File: config.mk
export PLATFORM = sky130hd
export DESIGN_NAME = keyed_release_packet_queue
export DESIGN_NICKNAME = d
export VERILOG_FILES = /design/src/sv/kpq_pkg.sv /design/src/sv/kpq_ctrl.sv /design/src/sv/kpq_dp.sv /design/src/sv/keyed_release_packet_queue.sv
export SDC_FILE = /design/constraint.sdc
export NUM_CORES = 1
export LEC_CHECK = 0
export ABC_AREA = 1
export BUFFER_PORTS_ARGS = -buffer_cell sky130_fd_sc_hd__buf_2
export CAP_MARGIN = 30
export CORE_MARGIN = 10
export CORE_UTILIZATION = 62
export DETAILED_ROUTE_END_ITERATION = 8
export HOLD_SLACK_MARGIN = 0.1
export PLACE_DENSITY = 0.76
export REMOVE_ABC_BUFFERS = 1
export SKIP_CTS_REPAIR_TIMING = 1
export SLEW_MARGIN = 0
export SYNTH_ARGS = -nofsm -noshare
export SYNTH_HDL_FRONTEND = slang
export SYNTH_SLANG_ARGS = --single-unit
File: constraint.sdc
create_clock -name clk -period 5.92 [get_ports clk]
set_input_delay 1.184 -clock clk [delete_from_list [all_inputs] [get_ports clk]]
set_output_delay 1.184 -clock clk [all_outputs]
set_load 0.02 [all_outputs]
File: src/sv/kpq_pkg.sv
package kpq_pkg;

  localparam int HANDLE_W = 32;
  localparam int DEST_W   = 32;
  localparam int COUNT_W  = 6;

  typedef enum logic [1:0] {
    ACT_ADD      = 2'd0,
    ACT_RELEASE  = 2'd1,
    ACT_DISCARD  = 2'd2,
    ACT_DROP_ALL = 2'd3
  } action_t;

  typedef enum logic {
    KIND_VERDICT = 1'b0,
    KIND_SUMMARY = 1'b1
  } result_kind_t;

  typedef enum logic {
    VERDICT_ACCEPT = 1'b0,
    VERDICT_DROP   = 1'b1
  } verdict_t;

  typedef enum logic [2:0] {
    ST_IDLE,
    ST_ADD,
    ST_WALK_START,
    ST_CHECK,
    ST_SUMMARY
  } state_t;

  typedef struct packed {
    logic capture;
    logic add_commit;
    logic rd_issue;
    logic keep_write;
    logic emit_verdict;
    logic emit_summary;
    logic walk_finish;
  } cmd_t;

  typedef struct packed {
    logic out_free;
    logic walk_more;
    logic match;
  } status_t;

endpackage

File: src/sv/kpq_ctrl.sv
module kpq_ctrl (
  input  logic            clk,
  input  logic            rst_n,
  input  logic            in_valid,
  input  logic            in_is_add,
  input  kpq_pkg::status_t status,
  output logic            idle,
  output kpq_pkg::cmd_t   cmd
);
  import kpq_pkg::*;

  state_t state_r;
  state_t state_nxt;
  logic   advance;

  assign advance = !status.match || status.out_free;

  always_ff @(posedge clk) begin
    if (!rst_n) begin
      state_r <= ST_IDLE;
    end else begin
      state_r <= state_nxt;
    end
  end

  always_comb begin
    state_nxt = state_r;
    case (state_r)
      ST_IDLE: begin
        if (in_valid) begin
          state_nxt = in_is_add ? ST_ADD : ST_WALK_START;
        end
      end
      ST_ADD: begin
        if (status.out_free) begin
          state_nxt = ST_IDLE;
        end
      end
      ST_WALK_START: begin
        state_nxt = status.walk_more ? ST_CHECK : ST_SUMMARY;
      end
      ST_CHECK: begin
        if (advance) begin
          state_nxt = status.walk_more ? ST_CHECK : ST_SUMMARY;
        end
      end
      ST_SUMMARY: begin
        if (status.out_free) begin
          state_nxt = ST_IDLE;
        end
      end
      default: state_nxt = ST_IDLE;
    endcase
  end

  always_comb begin
    idle = (state_r == ST_IDLE);
    cmd  = '0;
    case (state_r)
      ST_IDLE: begin
        cmd.capture = in_valid;
      end
      ST_ADD: begin
        cmd.add_commit = status.out_free;
      end
      ST_WALK_START: begin
        cmd.rd_issue = status.walk_more;
      end
      ST_CHECK: begin
        cmd.rd_issue     = advance && status.walk_more;
        cmd.keep_write   = !status.match;
        cmd.emit_verdict = status.match && status.out_free;
      end
      ST_SUMMARY: begin
        cmd.emit_summary = status.out_free;
        cmd.walk_finish  = status.out_free;
      end
      default: cmd = '0;
    endcase
  end

endmodule

File: src/sv/kpq_dp.sv
module kpq_dp #(
  parameter int CAPACITY = 16
) (
  input  logic                             clk,
  input  logic                             rst_n,
  input  kpq_pkg::cmd_t                    cmd,
  output kpq_pkg::status_t                 status,
  input  logic [1:0]                       in_action,
  input  logic [kpq_pkg::HANDLE_W-1:0]     in_packet_handle,
  input  logic [kpq_pkg::DEST_W-1:0]       in_destination,
  output logic                             out_valid,
  input  logic                             out_stall,
  output logic                             out_result_kind,
  output logic                             out_verdict,
  output logic [kpq_pkg::HANDLE_W-1:0]     out_released_handle,
  output logic [kpq_pkg::COUNT_W-1:0]      out_released_count,
  output logic                             out_full_error,
  output logic                             out_last
);
  import kpq_pkg::*;

  localparam int AW = (CAPACITY > 1) ? $clog2(CAPACITY) : 1;
  localparam int OW = $clog2(CAPACITY + 1);

  logic [HANDLE_W-1:0] handle_mem [CAPACITY];
  logic [DEST_W-1:0]   dest_mem   [CAPACITY];

  action_t             action_r;
  logic [HANDLE_W-1:0] handle_r;
  logic [DEST_W-1:0]   key_r;
  logic [OW-1:0]       occ_r;
  logic [OW-1:0]       rd_ptr_r;
  logic [OW-1:0]       kept_r;
  logic [HANDLE_W-1:0] rd_handle_r;
  logic [DEST_W-1:0]   rd_dest_r;

  logic                out_valid_r;
  logic                out_kind_r;
  logic                out_verdict_r;
  logic [HANDLE_W-1:0] out_handle_r;
  logic [COUNT_W-1:0]  out_count_r;
  logic                out_full_r;
  logic                out_last_r;

  logic                full;
  logic                mem_we;
  logic [AW-1:0]       wr_addr;
  logic [HANDLE_W-1:0] wr_handle;
  logic [DEST_W-1:0]   wr_dest;
  logic [OW-1:0]       released;

  assign full     = (occ_r == OW'(CAPACITY));
  assign released = occ_r - kept_r;

  assign status.out_free  = !out_valid_r || !out_stall;
  assign status.walk_more = (rd_ptr_r != occ_r);
  assign status.match     = (action_r == ACT_DROP_ALL) || (rd_dest_r == key_r);

  // add appends at occupancy, walk compacts survivors down to kept
  always_comb begin
    mem_we    = (cmd.add_commit && !full) || cmd.keep_write;
    wr_addr   = cmd.keep_write ? kept_r[AW-1:0] : occ_r[AW-1:0];
    wr_handle = cmd.keep_write ? rd_handle_r : handle_r;
    wr_dest   = cmd.keep_write ? rd_dest_r : key_r;
  end

  always_ff @(posedge clk) begin
    if (mem_we) begin
      handle_mem[wr_addr] <= wr_handle;
      dest_mem[wr_addr]   <= wr_dest;
    end
    if (cmd.rd_issue) begin
      rd_handle_r <= handle_mem[rd_ptr_r[AW-1:0]];
      rd_dest_r   <= dest_mem[rd_ptr_r[AW-1:0]];
    end
  end

  always_ff @(posedge clk) begin
    if (cmd.capture) begin
      action_r <= action_t'(in_action);
      handle_r <= in_packet_handle;
      key_r    <= in_destination;
    end
  end

  always_ff @(posedge clk) begin
    if (!rst_n) begin
      occ_r    <= '0;
      rd_ptr_r <= '0;
      kept_r   <= '0;
    end else begin
      if (cmd.capture) begin
        rd_ptr_r <= '0;
        kept_r   <= '0;
      end else begin
        if (cmd.rd_issue) begin
          rd_ptr_r <= rd_ptr_r + OW'(1);
        end
        if (cmd.keep_write) begin
          kept_r <= kept_r + OW'(1);
        end
      end
      if (cmd.add_commit && !full) begin
        occ_r <= occ_r + OW'(1);
      end else if (cmd.walk_finish) begin
        occ_r <= kept_r;
      end
    end
  end

  // result register
  always_ff @(posedge clk) begin
    if (!rst_n) begin
      out_valid_r <= 1'b0;
    end else if (cmd.emit_verdict || cmd.emit_summary || cmd.add_commit) begin
      out_valid_r <= 1'b1;
    end else if (!out_stall) begin
      out_valid_r <= 1'b0;
    end
  end

  always_ff @(posedge clk) begin
    if (cmd.emit_verdict) begin
      out_kind_r    <= KIND_VERDICT;
      out_verdict_r <= (action_r == ACT_RELEASE) ? VERDICT_ACCEPT : VERDICT_DROP;
      out_handle_r  <= rd_handle_r;
      out_count_r   <= '0;
      out_full_r    <= 1'b0;
      out_last_r    <= 1'b0;
    end else if (cmd.emit_summary) begin
      out_kind_r    <= KIND_SUMMARY;
      out_verdict_r <= VERDICT_ACCEPT;
      out_handle_r  <= '0;
      out_count_r   <= COUNT_W'(released);
      out_full_r    <= 1'b0;
      out_last_r    <= 1'b1;
    end else if (cmd.add_commit) begin
      out_kind_r    <= KIND_SUMMARY;
      out_verdict_r <= VERDICT_ACCEPT;
      out_handle_r  <= '0;
      out_count_r   <= '0;
      out_full_r    <= full;
      out_last_r    <= 1'b1;
    end
  end

  assign out_valid           = out_valid_r;
  assign out_result_kind     = out_kind_r;
  assign out_verdict         = out_verdict_r;
  assign out_released_handle = out_handle_r;
  assign out_released_count  = out_count_r;
  assign out_full_error      = out_full_r;
  assign out_last            = out_last_r;

endmodule

File: src/sv/keyed_release_packet_queue.sv
// an add is captured, then commits and gives its summary once the result register is free
// release, discard and drop-all walk the buffer one buffer entry per cycle through
// the single read port of the entry memory, except while a matching entry waits
// on a stalled result channel; one transaction is in work at a time
// reset empties the buffer and clears the result valid flag; entry contents
// are not cleared
module keyed_release_packet_queue #(
  parameter int CAPACITY = 16
) (
  input  logic                         clk,
  input  logic                         rst_n,
  input  logic                         in_valid,
  output logic                         in_stall,
  input  logic [1:0]                   in_action,
  input  logic [kpq_pkg::HANDLE_W-1:0] in_packet_handle,
  input  logic [kpq_pkg::DEST_W-1:0]   in_destination,
  output logic                         out_valid,
  input  logic                         out_stall,
  output logic                         out_result_kind,
  output logic                         out_verdict,
  output logic [kpq_pkg::HANDLE_W-1:0] out_released_handle,
  output logic [kpq_pkg::COUNT_W-1:0]  out_released_count,
  output logic                         out_full_error,
  output logic                         out_last
);
  import kpq_pkg::*;

  cmd_t    cmd;
  status_t status;
  logic    idle;
  logic    in_is_add;

  assign in_is_add = (action_t'(in_action) == ACT_ADD);
  assign in_stall  = !idle;

  kpq_ctrl u_ctrl (
    .clk       (clk),
    .rst_n     (rst_n),
    .in_valid  (in_valid),
    .in_is_add (in_is_add),
    .status    (status),
    .idle      (idle),
    .cmd       (cmd)
  );

  kpq_dp #(
    .CAPACITY (CAPACITY)
  ) u_dp (
    .clk                 (clk),
    .rst_n               (rst_n),
    .cmd                 (cmd),
    .status              (status),
    .in_action           (in_action),
    .in_packet_handle    (in_packet_handle),
    .in_destination      (in_destination),
    .out_valid           (out_valid),
    .out_stall           (out_stall),
    .out_result_kind     (out_result_kind),
    .out_verdict         (out_verdict),
    .out_released_handle (out_released_handle),
    .out_released_count  (out_released_count),
    .out_full_error      (out_full_error),
    .out_last            (out_last)
  );

endmodule
After elaboration in Yosys (flattened, before gate mapping)
Memories as Yosys holds them, arrays and structs flattened. A register that Yosys moved wholly into a read port is not among the register bits.
Cells that the tools add are included.

word-level totals
  output and inout bits = 44
  memory bits (writable) = 1024
  word-level logic and storage cells = 87
  bits of input ports = 70
  memories = 2
  register bits = 125

operators by class
  bitwise operators = 1
  equal/unequal tests = 13
  $add $sub $neg = 4
  reduce and logical (&&, ||, !) cells = 23
  mux-type cells = 31

memory list
  name             words  bits a word  read ports  clocked after memory_dff  write ports  line          text
  u_dp.dest_mem    16     32           1           1                         1            kpq_dp.sv:26  logic [DEST_W-1:0] dest_mem [CAPACITY];
  u_dp.handle_mem  16     32           1           1                         1            kpq_dp.sv:25  logic [HANDLE_W-1:0] handle_mem [CAPACITY];

operators by type and width
  operator                                        count
  two-way mux 32 bit                              5
  == test 32 bit                                  1
  two-way mux 5 bit                               4
  adder 5 x 1 -> 5 bit (second input constant)    3
  two-way mux 1 bit                               12
  two-way mux 3 bit                               4
  one-hot mux 3 bit (4 select lines)              1
  == test 3 x 2 -> 1 bit (second input constant)  2
  logical OR 1 bit                                6
  two-way mux 2 bit                               3
  != test 2 x 1 -> 1 bit (second input constant)  3
  OR reduction 2 bit                              3
  == test 5 bit (second input constant)           1
  logical NOT 1 bit                               5
  != test 5 bit                                   1
  subtractor 5 bit                                1
  two-way mux 4 bit                               1
  nonzero test 2 bit                              2
  == test 3 x 1 -> 1 bit (second input constant)  1
  == test 3 bit (second input constant)           1
  logical AND 1 bit                               3
  logical NOT 3 bit                               1
  AND reduction 3 bit                             1
  nonzero test 3 bit                              1
  other kinds (6)                                 6

Depth between registers and ports, before layout
  depth in word-level cells = 7
  mapped depth = 14
  depth with buffers taken out = 14

Cells and area by module
From an unflattened synthesis, not the netlist that was laid out.

unflattened totals
  cells, all modules = 3803
  area total of the unflattened synthesis = 48067.4 µm²

by module, submodules not included
  module                      area each (µm²)  instances  cells an instance  sequential area each (µm²)
  kpq_dp                      47779.6          1          3751               36104.6
  kpq_ctrl                    280.3            1          50                 60.1
  keyed_release_packet_queue  7.5              1          2                  0.0

Least setup slack after synthesis
Ideal clock, no wire load.

  path type = input-to-reg
  start = in out_stall
  end = mem u_dp.dest_mem[0][0] (enable)
  data required time = 5.434 ns
  library setup time = 0.486 ns
  data arrival time = 4.779 ns
  stages = 7
  setup slack = 0.655 ns
  cell sequence = nand2_1 inv_1 nor4_2 nand2_1 nand2_2 nand3_2 nor2_1

between the ends
  cells in the longest elaborated chain, start to end = 7

RTL lines
  what                                     line                              text
  from (decl)                              keyed_release_packet_queue.sv:18  input logic out_stall,
  logical NOT 1 bit                        kpq_dp.sv:55                      assign status.out_free = !out_valid_r || !out_stall;
  logical OR 1 bit                         kpq_dp.sv:55
  two-way mux 1 bit                        kpq_ctrl.sv:59                    case (state_r)
  logical AND 1 bit                        kpq_dp.sv:61                      mem_we = (cmd.add_commit && !full) || cmd.keep_write;
  logical OR 1 bit                         kpq_dp.sv:61
  two-way mux 1 bit                        kpq_dp.sv:68                      if (mem_we) begin
  two-way mux 1 bit (not written as such)  kpq_dp.sv:70                      dest_mem[wr_addr] <= wr_dest;
  to (decl)                                kpq_dp.sv:26

No other way between the ends.

Worst setup path after layout
  start = reg u_dp.rd_dest_r[18], read port of u_dp.dest_mem
  end = mem u_dp.dest_mem[1][25] (enable)

between the ends
  cells in the longest elaborated chain, start to end = 7
  elaborated cells between the ends (all ways) = 8
  classes of those cells = eq/ne: 1; mux: 4; reduce/logical: 3

RTL lines
  what                                     line            text
  from (decl)                              kpq_dp.sv:35    logic [DEST_W-1:0] rd_dest_r;
  == test 32 bit (*)                       kpq_dp.sv:57    assign status.match = (action_r == ACT_DROP_ALL) || (rd_dest_r == key_r);
  logical OR 1 bit (*)                     kpq_dp.sv:57
  logical NOT 1 bit (*)                    kpq_ctrl.sv:71  cmd.keep_write = !status.match;
  two-way mux 2 bit (*)                    kpq_ctrl.sv:59
  logical OR 1 bit                         kpq_dp.sv:61
  two-way mux 1 bit                        kpq_dp.sv:68
  two-way mux 1 bit (not written as such)  kpq_dp.sv:70

Every way passes the cells marked *; elsewhere a longest branch is shown, timed or not.

==> results_dict.tcl <==
set metrics [dict create \
    switching_share 0.281 \
    die_x_um 297 \
    die_area_sq_um 88300 \
    critPathLaunchType "flop" \
    yosysWarningCount 0 \
    clock_sinks 1213 \
    grt_max_degree 230 \
    hold-worst-slack_ns 0.484 \
    regToRegEndpoint "u_dp.dest_mem[1][25]$_DFFE_PP_" \
    drc 0 \
    rrSetupSlack_ns 1.64 \
    clock_path_buffers 3 \
    syn_to_final_growth_pct 11.5 \
    hold_violations 0 \
    power_density_nw_per_um2 409 \
    ys_seq_elements 1213 \
    worstPathArrival_ns 4.57 \
    grt_use_total 0.252 \
    whs_path_depth 2 \
    dr.pass1.iters 6 \
    nets 3590 \
    synthFlopType "edfxtp_1" \
    hp-start "u_dp.out_released_count[1]$_SDFFE_PP0P_" \
    port_buffers 112 \
    hp-class "reg -> reg" \
    dpl_worst_slack_ns 1.69 \
    wl_per_cell_um 24.6 \
    leakage_nw 17.4 \
    ys_top_cells_by_area "edfxtp_1, nor2_1, o21ai_0" \
    cp-end-kind "flop" \
    cp.required_ns 6.22 \
    p_comb_frac 0.174 \
    reg2reg_depth 15 \
    cts-buffers-inserted 115 \
    total_power_mw 21.7 \
    ys_seq_area_frac 0.760 \
    clkLatencyLatePin_ns 0.68 \
    dp_hpwl_mm 63.2 \
    finalCritPeriodShare 0.723 \
    status "finished, final reports clean" \
    pwr-share-clk 0.320 \
    final_cell_mix "edfxtp_1, nor2_1, nand2_1" \
    synthArstFlopShare 0 \
    crit_family "simple AND/OR/NAND/NOR gates" \
    fmax_mhz 234 \
    synth_cell_types 42 \
    avgSynthCellArea_sq_um 14.0 \
    pwr-share-seq 0.505 \
    synth_edf_count 1187 \
    vias 29400 \
    cts_root_buf "clkbuf_16" \
    synth_top_area_frac 0.749 \
    final_util 0.698 \
    critPathMaxStageDelay_ns 0.79 \
    fin_skew_ns 0.0142 \
    setup_slack_ns 1.64 \
    antenna_cells 0 \
    synth_area_sq_um 47600 \
    row_count 101 \
    pin_count 114 \
    p_switching_mw 6.10 \
    critical_path_class "reg -> reg" \
    critical_path.max_fanout 55 \
    initial_core_util 0.626 \
    drt_iter0_markers 3669 \
    tightest_slew_ns 1.22 \
    drv_slew 0 \
    crit_path_top_delay_cell "buf_4" \
    finalNonFillerCells 4633 \
    path_cells "inv_1, nand2_1, nand2_1, nand2_1, nor2_1, nand2_1, nor2_2, nand2_4, nand3_4, buf_4, nand2_1, nand2_2, nand3_2, nor2_4, buf_4" \
    clk_pin_slew_ns 0.06 \
    dp_cells 4420 \
    grt_pass1_vias 28700 \
    final_common_cell "edfxtp_1" \
    htreeDepth 3 \
    syn_inst 3410 \
    tritoncts "built" \
    p_int_mw 15.6 \
    worst_path_most_repeated_cell "nand2_1" \
    holdPathEnd "u_dp.out_released_count[1]$_SDFFE_PP0P_" \
    drt-total-wl_mm 114 \
    gp_congestion 0.852 \
    worstReg2RegStart "u_dp.rd_dest_r[18]$_DFFE_PP_" \
    vias_per_cell 6.34 \
    drive_gt1_frac 0.117 \
    die_y_um 297 \
    overflow 0 \
    core-area_sq_um 76100 \
    synth_area_leader_cell "edfxtp_1" \
    peakVddDrop_v 0.000248 \
    max_cap_viol_count 0 \
    slew_headroom 0.185 \
    ant_nets 0 \
    rsz0062_at_grt "no" \
    setup_viol 0 \
    crit_buf_inv 3 \
    grt_pass1_wl_mm 173 \
    grt_antenna_before_repair 1 \
    final.min_clock_period_ns 4.28 \
]
synth_stat cells, types with 11 or more instances:
cell	n
buf_1	15
buf_2	55
edfxtp_1	1187
o21ai_0	314
nand3_1	119
nor2_2	11
a21oi_1	14
o211ai_1	24
inv_1	81
mux2i_1	104
xor2_1	13
xnor2_1	26
o221ai_1	104
dfxtp_1	26
buf_4	12
nand2_1	338
o32ai_1	152
clkbuf_1	130
nor2_1	627
worst min-delay path, delay by kind of cell, from the launching register on:
kind / cells / cell delay, ns
flip-flops: 1 / 0.32
AND/OR/NAND/NOR: 2 / 0.13
sequential cells by signal (all words and copies together), names as in the netlist:
| signal | cells |
|---|---|
| u_dp.handle_r | 32 |
| u_dp.rd_ptr_r | 5 |
| u_dp.occ_r | 5 |
| u_dp.out_result_kind | 1 |
| u_dp.action_r | 2 |
| u_dp.kept_r | 5 |
| u_ctrl.state_r | 3 |
| u_dp.out_verdict | 1 |
| u_dp.out_full_error | 1 |
| u_dp.out_released_count | 5 |
| u_dp.key_r | 32 |
| u_dp.handle_mem | 512 |
| u_dp.rd_dest_r | 32 |
| u_dp.out_valid | 1 |
| u_dp.out_released_handle | 32 |
| u_dp.dest_mem | 512 |
| u_dp.rd_handle_r | 32 |
cell type report:
type,instances,area (sq um)
clock buffers,141,3040
repair buffers,201,1450
multi-input cells,1896,10300
flip-flops and latches,1213,36200
clock inverters,68,515
well taps,1030,1290
inverters,84,329
fillers,4897,23000
cells by family after synthesis:
logic type,Yosys count,synth area share
AO/OA/AOI/OAI,617,0.0866
XOR/XNOR,39,0.00717
adder cells (fa/ha/maj),9,0.00252
buffers and inverters,301,0.0269
flip-flops,1213,0.760
multiplexers,104,0.0219
other,1,0.0000788
AND/OR/NAND/NOR,1126,0.0952
through the flow:
stage | instance area (sq um) | setup TNS, ns
after floorplan | 46600 | -1787.01
after global placement | 49400 | 0
after detailed placement | 49500 | 0
after CTS | 53000 | 0
after global routing | 53100 | 0
final | 53100 | 0
power groups by stage:
| stage | clock (mW) | combinational [mW] | sequential [mW] |
|---|---|---|---|
| 6_report | 6.96 | 3.79 | 11.0 |
| 5_1_grt | 7.37 | 4.12 | 11.0 |
| 4_1_cts | 7.02 | 3.78 | 11.0 |
| 3_5_place_dp | 0 | 3.75 | 11.1 |
| 3_3_place_gp | 0 | 3.61 | 11.1 |
| 2_1_floorplan | 0 | 2.14 | 11.5 |
per-layer routing:
metal	up-vias	GRT usage	routed length (um)
li1	12900	-	-
met1	14600	0.334	44000
met2	1596	0.419	56500
met3	248	0.0365	9740
met4	0	0.0956	3750
met5	-	0	0
worst max path at each step:
stage	start	end	cells after the start
6_report	u_dp.rd_dest_r[18]$_DFFE_PP_	u_dp.dest_mem[1][25]$_DFFE_PP_	15
2_1_floorplan	u_dp.rd_ptr_r[0]$_SDFFE_PP0P_	u_dp.rd_dest_r[0]$_DFFE_PP_	5
5_1_grt	u_dp.rd_dest_r[18]$_DFFE_PP_	u_dp.dest_mem[1][2]$_DFFE_PP_	15
3_3_place_gp	u_dp.key_r[0]$_DFFE_PP_	u_dp.dest_mem[1][24]$_DFFE_PP_	15
3_5_place_dp	u_dp.rd_dest_r[18]$_DFFE_PP_	u_dp.dest_mem[1][24]$_DFFE_PP_	15
4_1_cts	u_dp.key_r[13]$_DFFE_PP_	u_dp.dest_mem[1][6]$_DFFE_PP_	13
Power figures use the tool's default switching activity.
